`config.mk`:
```
export PLATFORM = sky130hd
export DESIGN_NAME = lru_key_value_cache_core_flat
export DESIGN_NICKNAME = d
export VERILOG_FILES = /design/src/sv/lkv_pkg.sv /design/src/sv/lkv_if.sv /design/src/sv/lru_key_value_cache_core.sv /design/src/flat_wrapper.sv
export SDC_FILE = /design/constraint.sdc
export NUM_CORES = 1
export LEC_CHECK = 0
export BUFFER_PORTS_ARGS = -buffer_cell sky130_fd_sc_hd__buf_2
export CAP_MARGIN = 0
export CORE_ASPECT_RATIO = 1.25
export CORE_MARGIN = 4
export CORE_UTILIZATION = 61
export DETAILED_ROUTE_END_ITERATION = 6
export PLACE_DENSITY = 0.82
export REMOVE_ABC_BUFFERS = 1
export SYNTH_ARGS = -nofsm -noshare
export SYNTH_HDL_FRONTEND = slang
export SYNTH_SLANG_ARGS = --single-unit
```
`constraint.sdc`:
```
create_clock -name clk -period 12.3 [get_ports clk]
set_clock_uncertainty 0.1 [all_clocks]
set_input_delay 0.615 -clock clk [delete_from_list [all_inputs] [get_ports clk]]
set_output_delay 0.615 -clock clk [all_outputs]
set_load 0.03 [all_outputs]
```
`src/sv/lkv_pkg.sv`:
```
`timescale 1ns / 1ps
package lkv_pkg;

  localparam int MODE_WIDTH = 2;
  localparam int CAP_WIDTH  = 5;
  localparam logic [CAP_WIDTH-1:0] CAP_RESET = 5'd16;

  // request operations
  localparam logic [MODE_WIDTH-1:0] MODE_GET = 2'd0;
  localparam logic [MODE_WIDTH-1:0] MODE_SET = 2'd1;
  localparam logic [MODE_WIDTH-1:0] MODE_DEL = 2'd2;

  // result codes
  localparam logic STATUS_OK       = 1'b0;
  localparam logic STATUS_NOTFOUND = 1'b1;

  typedef enum logic [3:0] {
    S_CLEAR,
    S_IDLE,
    S_SCAN,
    S_DECIDE,
    S_UNLINK,
    S_INSERT,
    S_PUSH,
    S_PUSH2,
    S_FINISH
  } state_t;

endpackage

```
`src/sv/lkv_if.sv`:
```
`timescale 1ns / 1ps
interface lkv_req_if #(
  parameter int KEY_WIDTH   = 32,
  parameter int VALUE_WIDTH = 32
);
  logic                           valid;
  logic                           ready;
  logic [lkv_pkg::MODE_WIDTH-1:0] mode;
  logic [KEY_WIDTH-1:0]           key;
  logic [VALUE_WIDTH-1:0]         value;
  modport source (output valid, mode, key, value, input ready);
  modport sink   (input valid, mode, key, value, output ready);
endinterface

interface lkv_rsp_if #(
  parameter int VALUE_WIDTH = 32
);
  logic                   valid;
  logic                   ready;
  logic                   status;
  logic [VALUE_WIDTH-1:0] read_value;
  modport source (output valid, status, read_value, input ready);
  modport sink   (input valid, status, read_value, output ready);
endinterface

interface lkv_cfg_if;
  logic                          valid;
  logic                          ready;
  logic [lkv_pkg::CAP_WIDTH-1:0] capacity;
  modport source (output valid, capacity, input ready);
  modport sink   (input valid, capacity, output ready);
endinterface

```
`src/sv/lru_key_value_cache_core.sv`:
```
`timescale 1ns / 1ps
// Channel  Dir  Payload                  Notes
// req      in   mode, key, value         get / set / delete request
// rsp      out  status, read_value       one result per request, registered
// cfg      in   capacity                 write only while idle
//
// A request runs a linear key scan of the key memory (one entry per cycle,
// one read port), then the link memory steps (unlink, insert, push).
// After reset a clearing pass invalidates the key memory; requests are
// held off meanwhile, configuration writes are taken.
// A result waiting in the output register does not block the next request;
// only a second finished result stalls until rsp is taken.
module lru_key_value_cache_core #(
  parameter int DEPTH       = 16,
  parameter int KEY_WIDTH   = 32,
  parameter int VALUE_WIDTH = 32
) (
  input  logic        clk,
  input  logic        rst,
  lkv_req_if.sink     req,
  lkv_rsp_if.source   rsp,
  lkv_cfg_if.sink     cfg
);

  localparam int IW = $clog2(DEPTH);
  localparam int CW = $clog2(DEPTH + 1);
  localparam int KW = KEY_WIDTH + 1;
  localparam logic [IW-1:0] LAST = IW'(DEPTH - 1);
  localparam logic [IW:0]   DEPTH_N = (IW + 1)'(DEPTH);

  // memories: {valid, key}, value, and the two recency links
  logic [KW-1:0]          kmem [DEPTH];
  logic [VALUE_WIDTH-1:0] vmem [DEPTH];
  logic [IW-1:0]          nmem [DEPTH];
  logic [IW-1:0]          omem [DEPTH];

  logic                   k_we, k_re, v_we, v_re, l_re, n_we, o_we;
  logic [IW-1:0]          k_waddr, k_raddr, v_addr, l_raddr, n_waddr, o_waddr;
  logic [KW-1:0]          k_wdata, k_q;
  logic [VALUE_WIDTH-1:0] v_q;
  logic [IW-1:0]          n_wdata, o_wdata, n_q, o_q;

  lkv_pkg::state_t state, state_next;

  logic [lkv_pkg::CAP_WIDTH-1:0]  capacity;
  logic [lkv_pkg::MODE_WIDTH-1:0] mode_r;
  logic [KEY_WIDTH-1:0]           key_r;
  logic [VALUE_WIDTH-1:0]         value_r;
  logic [IW:0]                    cnt;
  logic                           cmp_v;
  logic [IW-1:0]                  cmp_idx;
  logic                           hit, free_f;
  logic [IW-1:0]                  hit_slot, free_slot, tgt, ins_slot;
  logic [IW-1:0]                  mr, lr;
  logic [CW-1:0]                  count;
  logic                           push_empty;
  logic                           status_r, rd_sel;
  logic                           out_valid, out_status;
  logic [VALUE_WIDTH-1:0]         out_value;

  logic evict, can_finish, scan_done, cap_full;
  logic [IW-1:0] evict_slot;

  // memory ports
  always_ff @(posedge clk) begin
    if (k_we) kmem[k_waddr] <= k_wdata;
    if (k_re) k_q <= kmem[k_raddr];
  end
  always_ff @(posedge clk) begin
    if (v_we) vmem[v_addr] <= value_r;
    if (v_re) v_q <= vmem[v_addr];
  end
  always_ff @(posedge clk) begin
    if (n_we) nmem[n_waddr] <= n_wdata;
    if (l_re) n_q <= nmem[l_raddr];
  end
  always_ff @(posedge clk) begin
    if (o_we) omem[o_waddr] <= o_wdata;
    if (l_re) o_q <= omem[l_raddr];
  end

  // capacity 0 acts as 1, above DEPTH acts as DEPTH
  assign cap_full = (32'(count) >= 32'(capacity)) || (32'(count) >= 32'(DEPTH));
  assign evict = (count != '0) && cap_full;
  assign evict_slot = (free_f && (free_slot < lr)) ? free_slot : lr;
  assign scan_done = cmp_v && (cmp_idx == LAST);
  assign can_finish = !out_valid || rsp.ready;

  assign req.ready = (state == lkv_pkg::S_IDLE);
  assign cfg.ready = 1'b1;
  assign rsp.valid = out_valid;
  assign rsp.status = out_status;
  assign rsp.read_value = out_value;

  // sequencer: next state and memory controls
  always_comb begin
    state_next = state;
    k_we = 1'b0; k_re = 1'b0; k_waddr = cnt[IW-1:0]; k_raddr = cnt[IW-1:0];
    k_wdata = '0;
    v_we = 1'b0; v_re = 1'b0; v_addr = hit_slot;
    l_re = 1'b0; l_raddr = hit_slot;
    n_we = 1'b0; n_waddr = tgt; n_wdata = tgt;
    o_we = 1'b0; o_waddr = tgt; o_wdata = tgt;
    unique case (state)
      lkv_pkg::S_CLEAR: begin
        k_we = 1'b1;
        if (cnt[IW-1:0] == LAST) state_next = lkv_pkg::S_IDLE;
      end
      lkv_pkg::S_IDLE: begin
        if (req.valid) state_next = lkv_pkg::S_SCAN;
      end
      lkv_pkg::S_SCAN: begin
        k_re = (cnt < DEPTH_N);
        if (scan_done) state_next = lkv_pkg::S_DECIDE;
      end
      lkv_pkg::S_DECIDE: begin
        state_next = lkv_pkg::S_FINISH;
        if (mode_r == lkv_pkg::MODE_GET && hit) begin
          v_re = 1'b1;
          if (hit_slot != mr) begin
            l_re = 1'b1;
            state_next = lkv_pkg::S_UNLINK;
          end
        end else if (mode_r == lkv_pkg::MODE_SET && hit) begin
          v_we = 1'b1;
          if (hit_slot != mr) begin
            l_re = 1'b1;
            state_next = lkv_pkg::S_UNLINK;
          end
        end else if (mode_r == lkv_pkg::MODE_SET && evict) begin
          l_re = 1'b1; l_raddr = lr;
          k_we = 1'b1; k_waddr = lr;
          state_next = lkv_pkg::S_UNLINK;
        end else if (mode_r == lkv_pkg::MODE_SET && free_f) begin
          state_next = lkv_pkg::S_INSERT;
        end else if (mode_r == lkv_pkg::MODE_DEL && hit) begin
          l_re = 1'b1;
          k_we = 1'b1; k_waddr = hit_slot;
          state_next = lkv_pkg::S_UNLINK;
        end
      end
      lkv_pkg::S_UNLINK: begin
        // older[newer] = older, newer[older] = newer, unless at an end
        if (tgt != mr) begin
          o_we = 1'b1; o_waddr = n_q; o_wdata = o_q;
        end
        if (tgt != lr) begin
          n_we = 1'b1; n_waddr = o_q; n_wdata = n_q;
        end
        if (mode_r == lkv_pkg::MODE_DEL) state_next = lkv_pkg::S_FINISH;
        else if (!hit) state_next = lkv_pkg::S_INSERT;
        else state_next = lkv_pkg::S_PUSH;
      end
      lkv_pkg::S_INSERT: begin
        k_we = 1'b1; k_waddr = ins_slot; k_wdata = {1'b1, key_r};
        v_we = 1'b1; v_addr = ins_slot;
        state_next = lkv_pkg::S_PUSH;
      end
      lkv_pkg::S_PUSH: begin
        if (push_empty) begin
          n_we = 1'b1; o_we = 1'b1;
          state_next = lkv_pkg::S_FINISH;
        end else begin
          o_we = 1'b1; o_wdata = mr;
          n_we = 1'b1; n_waddr = mr;
          state_next = lkv_pkg::S_PUSH2;
        end
      end
      lkv_pkg::S_PUSH2: begin
        n_we = 1'b1;
        state_next = lkv_pkg::S_FINISH;
      end
      lkv_pkg::S_FINISH: begin
        if (can_finish) state_next = lkv_pkg::S_IDLE;
      end
      default: state_next = lkv_pkg::S_IDLE;
    endcase
  end

  always_ff @(posedge clk) begin
    if (rst) state <= lkv_pkg::S_CLEAR;
    else state <= state_next;
  end

  // configuration register
  always_ff @(posedge clk) begin
    if (rst) capacity <= lkv_pkg::CAP_RESET;
    else if (cfg.valid) capacity <= cfg.capacity;
  end

  // list ends and count
  always_ff @(posedge clk) begin
    if (rst) begin
      mr <= '0;
      lr <= '0;
      count <= '0;
    end else begin
      unique case (state)
        lkv_pkg::S_UNLINK: begin
          if (tgt == mr) mr <= o_q;
          if (tgt == lr) lr <= n_q;
          if (mode_r == lkv_pkg::MODE_DEL || !hit) count <= count - 1'b1;
        end
        lkv_pkg::S_INSERT: count <= count + 1'b1;
        lkv_pkg::S_PUSH: begin
          mr <= tgt;
          if (push_empty) lr <= tgt;
        end
        default: ;
      endcase
    end
  end

  // scan counter and request working registers
  always_ff @(posedge clk) begin
    if (rst) begin
      cnt <= '0;
      cmp_v <= 1'b0;
    end else begin
      unique case (state)
        lkv_pkg::S_CLEAR: cnt <= cnt + 1'b1;
        lkv_pkg::S_IDLE: begin
          cnt <= '0;
          cmp_v <= 1'b0;
        end
        lkv_pkg::S_SCAN: begin
          cmp_v <= (cnt < DEPTH_N);
          cmp_idx <= cnt[IW-1:0];
          if (cnt < DEPTH_N) cnt <= cnt + 1'b1;
        end
        default: cmp_v <= 1'b0;
      endcase
    end
  end

  always_ff @(posedge clk) begin
    unique case (state)
      lkv_pkg::S_IDLE: begin
        mode_r <= req.mode;
        key_r <= req.key;
        value_r <= req.value;
        hit <= 1'b0;
        free_f <= 1'b0;
      end
      lkv_pkg::S_SCAN: begin
        if (cmp_v && k_q[KW-1] && (k_q[KEY_WIDTH-1:0] == key_r)) begin
          hit <= 1'b1;
          hit_slot <= cmp_idx;
        end
        if (cmp_v && !k_q[KW-1] && !free_f) begin
          free_f <= 1'b1;
          free_slot <= cmp_idx;
        end
      end
      lkv_pkg::S_DECIDE: begin
        status_r <= lkv_pkg::STATUS_NOTFOUND;
        rd_sel <= 1'b0;
        tgt <= hit_slot;
        push_empty <= 1'b0;
        if (mode_r == lkv_pkg::MODE_SET) begin
          status_r <= lkv_pkg::STATUS_OK;
          if (!hit) begin
            tgt <= lr;
            ins_slot <= evict ? evict_slot : free_slot;
          end
        end else if (hit && (mode_r == lkv_pkg::MODE_GET || mode_r == lkv_pkg::MODE_DEL)) begin
          status_r <= lkv_pkg::STATUS_OK;
          rd_sel <= (mode_r == lkv_pkg::MODE_GET);
        end
      end
      lkv_pkg::S_INSERT: begin
        tgt <= ins_slot;
        push_empty <= (count == '0);
      end
      default: ;
    endcase
  end

  // output register
  always_ff @(posedge clk) begin
    if (rst) out_valid <= 1'b0;
    else if (state == lkv_pkg::S_FINISH && can_finish) out_valid <= 1'b1;
    else if (rsp.ready) out_valid <= 1'b0;
  end

  always_ff @(posedge clk) begin
    if (state == lkv_pkg::S_FINISH && can_finish) begin
      out_status <= status_r;
      out_value <= rd_sel ? v_q : '0;
    end
  end

endmodule

```
`src/flat_wrapper.sv`:
```
// flat-port wrapper written by rule: the top's interface ports become plain ports
module lru_key_value_cache_core_flat 
#(
  parameter int DEPTH       = 16,
  parameter int KEY_WIDTH   = 32,
  parameter int VALUE_WIDTH = 32
)
  (clk, rst, req_valid, req_mode, req_key, req_value, req_ready, rsp_valid, rsp_status, rsp_read_value, rsp_ready, cfg_valid, cfg_capacity, cfg_ready);
  lkv_req_if #(.KEY_WIDTH(KEY_WIDTH), .VALUE_WIDTH(VALUE_WIDTH)) req_i ();
  lkv_rsp_if #(.VALUE_WIDTH(VALUE_WIDTH)) rsp_i ();
  lkv_cfg_if cfg_i ();
  input  logic clk;
  input  logic rst;
  input wire logic [$bits(req_i.valid)-1:0] req_valid;
  input wire logic [$bits(req_i.mode)-1:0] req_mode;
  input wire logic [$bits(req_i.key)-1:0] req_key;
  input wire logic [$bits(req_i.value)-1:0] req_value;
  output wire logic [$bits(req_i.ready)-1:0] req_ready;
  output wire logic [$bits(rsp_i.valid)-1:0] rsp_valid;
  output wire logic [$bits(rsp_i.status)-1:0] rsp_status;
  output wire logic [$bits(rsp_i.read_value)-1:0] rsp_read_value;
  input wire logic [$bits(rsp_i.ready)-1:0] rsp_ready;
  input wire logic [$bits(cfg_i.valid)-1:0] cfg_valid;
  input wire logic [$bits(cfg_i.capacity)-1:0] cfg_capacity;
  output wire logic [$bits(cfg_i.ready)-1:0] cfg_ready;
  assign req_i.valid = req_valid;
  assign req_i.mode = req_mode;
  assign req_i.key = req_key;
  assign req_i.value = req_value;
  assign req_ready = req_i.ready;
  assign rsp_valid = rsp_i.valid;
  assign rsp_status = rsp_i.status;
  assign rsp_read_value = rsp_i.read_value;
  assign rsp_i.ready = rsp_ready;
  assign cfg_i.valid = cfg_valid;
  assign cfg_i.capacity = cfg_capacity;
  assign cfg_ready = cfg_i.ready;
  lru_key_value_cache_core #(.DEPTH(DEPTH), .KEY_WIDTH(KEY_WIDTH), .VALUE_WIDTH(VALUE_WIDTH)) u_core (.clk(clk), .rst(rst), .req(req_i), .rsp(rsp_i), .cfg(cfg_i));
endmodule
```
==> results of run 1 <==
==> worst max-delay path: stages (launching register included) <==
cell and delay [ps]:
dfxtp_1 630, nand3b_1 850, inv_2 510, buf_4 620, nand2_1 310, nand2_4 750
buf_4 940, mux4_2 430, a22oi_1 220, nand2_1 100
==> power by group through the flow <==
stage / combinational [mW] / clock [mW] / sequential (mW)
floorplan: 0.127 / 0 / 5.32
global placement: 0.188 / 0 / 5.31
detailed placement: 0.194 / 0 / 5.31
CTS: 0.212 / 3.66 / 5.21
global route: 0.222 / 3.88 / 5.21
finish: 0.210 / 3.62 / 5.21
==> cells in the final DEF, fill, tap and decap left out, types with 16 or more instances in the layout <==
cell	count
mux2_2	18
clkinv_1	29
a21oi_1	25
inv_1	19
a22oi_1	65
and2_1	66
clkbuf_1	30
dfxtp_1	25
dlygate4sd3_1	56
nand2_1	94
mux2i_1	89
xor2_1	18
clkbuf_16	120
clkinv_2	19
nor2_4	25
o21ai_0	16
nor2_1	81
buf_2	110
buf_4	40
o22ai_1	33
xnor2_1	34
edfxtp_1	1365
mux4_2	293
==> worst max path at each step <==
stage | from | end
4_1_cts | u_core.state[1] | u_core.v_q[3]
6_report | u_core.state[1] | u_core.v_q[12]
5_1_grt | u_core.state[1] | u_core.v_q[3]
3_3_place_gp | u_core.state[1] | u_core.v_q[21]
2_1_floorplan | u_core.state[1] | u_core.vmem[14][0]
3_5_place_dp | u_core.state[1] | u_core.v_q[29]
==> per-layer routing <==
metal	wire, µm	GRT usage	up-vias
li1	-	-	11000
met3	10500	0.0401	308
met4	4420	0.0928	2
met1	42700	0.345	13800
met2	64600	0.464	1662
met5	15	0	-
==> registers in the layout, indices dropped and copies added (netlist names), 5 cells and up <==
name and flops:
u_core.kmem 528, u_core.vmem 512, u_core.nmem 64, u_core.omem 64, u_core.k_q 33, u_core.key_r 32
u_core.rsp.read_value 32, u_core.v_q 32, u_core.value_r 32, u_core.capacity 5, u_core.cnt 5, u_core.count 5
==> cell type report <==
type | instances | area, µm² | area share
well taps | 1168 | 1460 | 0.0243
repair buffers | 208 | 1450 | 0.0241
inverters | 21 | 81.3 | 0.00135
clock inverters | 66 | 591 | 0.00982
multi-input cells | 1038 | 11900 | 0.197
flip-flops and latches | 1394 | 41600 | 0.691
clock buffers | 150 | 3120 | 0.0518
==> repair_timing <==
| item | in CTS | in global routing |
|---|---|---|
| endpoints found under the hold margin | 56 | 0 |
| resized for setup | 0 | 0 |
| hold buffers | 56 | 0 |
==> cell usage after synthesis (14+ instances only) <==
cell         n  share of area
a21oi_1     25         0.0023
and2_1      67         0.0078
edfxtp_1  1365           0.76
a22oi_1     65         0.0091
o21ai_0     16         0.0015
inv_1       19         0.0013
xor2_1      18         0.0029
o22ai_1     33         0.0038
clkbuf_1    62         0.0043
nor2_1     106         0.0074
xnor2_1     34         0.0055
nand2_1     95         0.0066
mux4_2     293           0.12
buf_1       24         0.0017
dfxtp_1     29          0.011
mux2i_1     90          0.017
mux2_2      18         0.0038
and3_1      14         0.0016
==> logic make-up after synthesis <==
logic type	count (synthesis)	share of synthesized area
AND/OR/NAND/NOR	376	0.0353
adder cells (fa/ha/maj)	13	0.00316
AO/OA/AOI/OAI	194	0.0247
XOR/XNOR	52	0.00847
buffers and inverters	140	0.0120
flip-flops	1394	0.773
other	1	0.0000697
multiplexers	402	0.143
==> through the flow <==
stage          utilization  setup WS, ps
2_1_floorplan            -         -2650
3_3_place_gp         0.640          6930
3_5_place_dp         0.640          6650
4_1_cts              0.689          6570
5_1_grt              0.689          6160
6_report             0.689          6460
==> results.txt, run 1 <==
----------------------------------------------------
[Logic synthesis]
  Combined area of all synthesized cells ... roughly 54000 µm²
  Number of synthesized register bits ... between 1000 and 1500
  Post-synth cell types ... 70
  EDFF count, synth ... ~1400
  Gate count after technology mapping ... about 2600
  Synthesized area per cell ... around 21 µm²
  Post-synthesis sequential area ratio ... 0.773
  Share of async-settable or async-resettable flops after synthesis ... 0
  Flip-flop cell with the highest count after synthesis ... edfxtp_1
  Yosys synthesis warning count ... 0

[Hold path]
  Hold endpoint ... u_core.value_r[17]
  Min-Delay Path Class ... input port to flip-flop
  Number of cells on the worst hold path ... 1
  Hold path start ... req_value[17]

[Die]
  Num ports ... around 110
  Die outline height ... ~340 µm
  Placement row count ... 121
  Die Outline Area ... about 93000 µm²
  Die span in x ... about 270 µm
  Initial core utilization ... 0.616
  Area of the core region ... ~87000 µm²

[Layout]
  Layout-stage area growth over the synthesis result ... 11.8%
  Net count of the finished layout ... roughly 2900
  # fillers ... about 5000
  Post-route cell area ... ~60000 µm²
  Number of diodes ... 0
  Layout cell share with drive strength beyond 1 ... 0.239
  Finished Layout Cells ... ~4000

[STA]
  Rel. slew slack ... 0.220
  Hold WS ... around 38 ps
  Final setup violation count ... 0
  Final hold violations ... 0
  RSZ-0062 raised after global routing ... false
  Count of pins over their slew limit ... 0
  Actual transition at the worst max-transition pin ... approximately 1200 ps
  Fmax achieved ... about 0.17 GHz
  Post-Route Setup TNS ... 0 ps
  Crit path time final ... between 5000 and 6000 ps
  Final Cycle Share ... 0.475

[Detailed routing]
  Remaining routing DRC violations ... 1
  Number of DRC violations after detailed-routing iteration 0 ... 3361
  Number of iterations in the first detailed-routing pass ... 7
  Via density ... about 6.6
  Antenna viol nets, final ... 0
  Total wire length after detailed routing ... 122000 µm
  Routed WL per cell ... approximately 30 µm
  Via total after detailed routing ... around 27000

[Power]
  Internal power ... a little over 7 mW
  Proportion of power drawn by combinational gates ... 0.023
  Static leakage ... roughly 18 nW
  Worst-case vdd ir drop ... approximately 170 µV
  Areal power density over the cells ... ~150 nW/µm²
  Part of the total power dissipated in sequential elements ... 0.576
  Net switching power figure ... about 1.8 mW
  Switching power share of the total ... 0.200
  Final Total Pwr ... approximately 9 mW
  Clock share of power ... 0.400

[CTS]
  TritonCTS clock tree ... yes
  Clk buf depth ... 3
  Latest clock arrival within the worst-skew pair ... 750 ps
  Buffer type at the clock tree root ... clkbuf_16
  Number of buffers inserted during clock tree synthesis ... 120
  Maximum level of the CTS H-tree ... 3
  Sink count of the clock tree ... 1394
  Number of buffers inserted to repair setup after CTS ... 0
  Reg clk slew, reported paths ... around 70 ps

[Outcome]
  Result of the run ... complete, but fails checks
  Violated checks ... design-rule violations

[GRT]
  Number of antenna violations at the first check in global routing ... 1
  Global-route wire length before repair ... about 180000 µm
  Overall fraction of global-route tracks in use ... 0.266
  Remaining global-route overflow ... 0
  Via count of the first global-routing pass ... 28300
  Largest net degree at the start of global routing ... between 100 and 150

[Critical path]
  R2R setup slack ... around 6500 ps
  Worst R2R Path Depth ... 9
  Critical Setup Path Class ... flip-flop to flip-flop
  Maximum fanout count along the critical path ... 72
  Kind of end point of the critical path ... flip-flop
  Critical path launch point type ... flip-flop
  Endpoint of the worst register-to-register path ... u_core.v_q[12]
  Worst endpoint required time ... 12670 ps
  Startpoint of the most critical register-to-register path ... u_core.state[1]
  Data arrival time of the critical path ... between 6000 and 7000 ps

[Place]
  Input/output buffers ... 110
  Post-DP HPWL ... roughly 62000 µm
  Placed instance area ... roughly 56000 µm²
  DP Cell Count ... 3773
  Final GP Congestion ... about 0.9

[Job]
  Number of max-cap violations ... 0

----------------------------------------------------
No activity file was read; power rests on OpenSTA's default activity.
==> run 2, diff against run 1 <==
==> constraint.sdc (replaced) <==
create_clock -name clk -period 5.4 [get_ports clk]
set_clock_uncertainty 0.1 [all_clocks]
set_input_delay 0.27 -clock clk [delete_from_list [all_inputs] [get_ports clk]]
set_output_delay 0.27 -clock clk [all_outputs]
set_load 0.03 [all_outputs]
==> results.txt, run 2 (synthesis results as in run 1) <==
----------------------------------------------------
[Layout]
  Finished Layout Cells ... 4097 (was 4045)
  Layout-stage area growth over the synthesis result ... 13.1% (was 11.8%)
  Most common library cell in the layout ignoring fill and taps ... edfxtp_1 (unchanged)
  Commonest cells after routing, fill and taps aside ... edfxtp_1 (1365), mux4_2 (293), clkbuf_16 (120) (unchanged)
  Largest registers ... u_core.kmem (528), u_core.vmem (512) (unchanged)
  Net count of the finished layout ... 2917 (was 2872)
  Layout cell share with drive strength beyond 1 ... 0.247 (was 0.239)
  Number of diodes ... 0 (unchanged)
  # fillers ... 5012 (was 5029)
  Register with the highest flop count ... u_core.kmem (unchanged)
  Flip-flop count of the largest register, all copies and words added ... 528 (unchanged)

[GRT]
  Global Route met1 Usage ... 0.358 (was 0.345)
  Overall fraction of global-route tracks in use ... 0.279 (was 0.266)
  Via count of the first global-routing pass ... 28800 (was 28300)
  Largest net degree at the start of global routing ... 91 (was 130)
  Met3 layer usage reported by global route ... 0.0477 (was 0.0401)
  Number of antenna violations at the first check in global routing ... 0 (was 1)
  Grt peak-use layer ... met2 (unchanged)
  Global-route wire length before repair ... 190000 µm (was 182000 µm)
  Met2 global-route usage ... 0.481 (was 0.464)
  Remaining global-route overflow ... 0 (unchanged)

[Critical path]
  Largest stage delay on the critical path ... 730 ps (was 940 ps)
  Slowest stage cell, crit path ... nor2_4 (was buf_4)
  CP bufs+invs ... 2 (was 3)
  Critical Setup Path Class ... flip-flop to flip-flop (unchanged)
  Critical path launch point type ... flip-flop (unchanged)
  Kind of end point of the critical path ... flip-flop (unchanged)
  Worst endpoint required time ... 5700 ps (was 12670 ps)
  Family of cells with the greatest summed delay on the critical path ... simple AND/OR/NAND/NOR gates (was buffers and inverters)
  Data arrival time of the critical path ... 4370 ps (was 6210 ps)
  Crit-path cells ... nor2b_1 -> nand3b_1 -> inv_2 -> nor2_1 -> or2_2 -> a21boi_0 -> o21a_1 -> nand2_1 -> nor2_4 -> buf_12 (was nand3b_1 -> inv_2 -> buf_4 -> nand2_1 -> nand2_4 -> buf_4 -> mux4_2 -> a22oi_1 -> nand2_1)
  Maximum fanout count along the critical path ... 27 (was 72)

[Detailed routing]
  Number of DRC violations after detailed-routing iteration 0 ... 3477 (was 3361)
  Via total after detailed routing ... 27200 (was 26800)
  Number of iterations in the first detailed-routing pass ... 5 (was 7)
  Via density ... 6.65 (was 6.62)
  Routed WL per cell ... 31.3 µm (was 30.2 µm)
  Total wire length after detailed routing ... 128000 µm (was 122000 µm)
  Remaining routing DRC violations ... 0 (was 1)
  Antenna viol nets, final ... 0 (unchanged)

[CTS]
  Number of buffers inserted during clock tree synthesis ... 119 (was 120)
  Latest clock arrival within the worst-skew pair ... 720 ps (was 750 ps)
  Cells resized by post-CTS repair ... 0 (unchanged)
  Clk buf depth ... 3 (unchanged)
  Maximum level of the CTS H-tree ... 3 (unchanged)
  Reg clk slew, reported paths ... 70 ps (about the same)
  Sink count of the clock tree ... 1394 (unchanged)
  TritonCTS clock tree ... yes (unchanged)
  Buffer type at the clock tree root ... clkbuf_16 (unchanged)

[STA]
  Final hold violations ... 0 (unchanged)
  Crit path time final ... 4070 ps (was 5840 ps)
  Final setup violation count ... 0 (unchanged)
  Hold WS ... 151 ps (was 38.1 ps)
  Post-Route Setup TNS ... 0 ps (unchanged)
  Fmax achieved ... 0.246 GHz (was 0.171 GHz)
  Final Cycle Share ... 0.753 (was 0.475)
  Minimum setup slack in the final design ... 1330 ps (was 6460 ps)
  Actual transition at the worst max-transition pin ... 1140 ps (was 1170 ps)
  RSZ-0062 raised after global routing ... false (unchanged)
  Rel. slew slack ... 0.238 (was 0.220)
  Count of pins over their slew limit ... 0 (unchanged)

[Power]
  Static leakage ... 18.7 nW (was 18.4 nW)
  Proportion of power drawn by combinational gates ... 0.025 (was 0.023)
  Internal power ... 16.6 mW (was 7.24 mW)
  Net switching power figure ... 4.16 mW (was 1.81 mW)
  Switching power share of the total ... 0.200 (about the same)
  Part of the total power dissipated in sequential elements ... 0.571 (was 0.576)
  Areal power density over the cells ... 341 nW/µm² (was 150 nW/µm²)
  Worst-case vdd ir drop ... 373 µV (was 165 µV)
  Clock share of power ... 0.404 (was 0.400)

[Die]
  Die span in x ... 274 µm (unchanged)
  Placement row count ... 121 (unchanged)
  Die Outline Area ... 93000 µm² (unchanged)
  Area of the core region ... 87400 µm² (unchanged)
  Num ports ... 112 (unchanged)
  Die outline height ... 340 µm (unchanged)
  Initial core utilization ... 0.616 (unchanged)

[Place]
  Final GP Congestion ... 0.874 (was 0.877)
  Input/output buffers ... 110 (unchanged)
  Post-DP HPWL ... 68100 µm (was 62100 µm)
  Setup Slack @ Placement ... 1430 ps (was 6650 ps)
  DP Cell Count ... 3792 (was 3773)

[Hold path]
  Min-Delay Path Class ... input port to flip-flop (unchanged)

[Job]
  Number of max-cap violations ... 0 (unchanged)

[Outcome]
  Result of the run ... finished clean (was complete, but fails checks)

----------------------------------------------------
==> run 2: changes by cell type in the layout (fill, tap and decap cells not counted), moves of 3 or more <==
cell           change
buf_12            +15
clkinv_1           -4
buf_4              +4
dlygate4sd3_1     +27
clkbuf_1           -6
clkinv_8           +3
clkbuf_8           +3
clkinv_2           +9
==> run 2: power groups by stage <==
stage / clock [mW] / combinational, mW / sequential, mW
finish: 8.37 / 0.524 / 11.9
global route: 8.96 / 0.555 / 11.9
CTS: 8.43 / 0.528 / 11.9
detailed placement: 0 / 0.467 / 12.1
global placement: 0 / 0.453 / 12.1
floorplan: 0 / 0.290 / 12.1
==> run 2: cell type report <==
class	count	area, µm²	share of cell area
flip-flops and latches	1394	41600	0.683
multi-input cells	1038	11900	0.195
repair buffers	254	2050	0.0337
clock buffers	147	3130	0.0515
clock inverters	75	666	0.0109
well taps	1168	1460	0.0240
inverters	21	81.3	0.00134
==> run 2: repair_timing <==
item / in CTS / in global routing
hold buffers: 83 / 0
buffers inserted: 0 / 0
endpoints found under the hold margin: 81 / 0
==> run 2: layer usage <==
| metal | routed length, µm | share of wire |
|---|---|---|
| met1 | 44900 | 0.35 |
| met2 | 67500 | 0.53 |
| met3 | 10200 | 0.079 |
| met4 | 5500 | 0.043 |
| met5 | 0 | 0 |
==> run 2: worst paths after layout <==
check | cells past startpoint | slack (ps) | endpoint | start
hold reg to reg | 0 | 340 | u_core.rsp.status | u_core.status_r
hold / removal | 2 | 150 | u_core.value_r[16] | req_value[16]
setup / recovery | 10 | 1330 | u_core.kmem[4][29] | u_core.state[2]
setup reg to reg | 10 | 1330 | u_core.kmem[4][29] | u_core.state[2]
==> run 2: metrics by stage <==
stage                util  power (mW)  cell area [µm²]
CTS                 0.696        20.8            60800
finish              0.696        20.8            60800
detailed placement  0.643        12.6            56200
floorplan               -        12.4            53200
global placement    0.643        12.5            56200
global route        0.696        21.4            60800
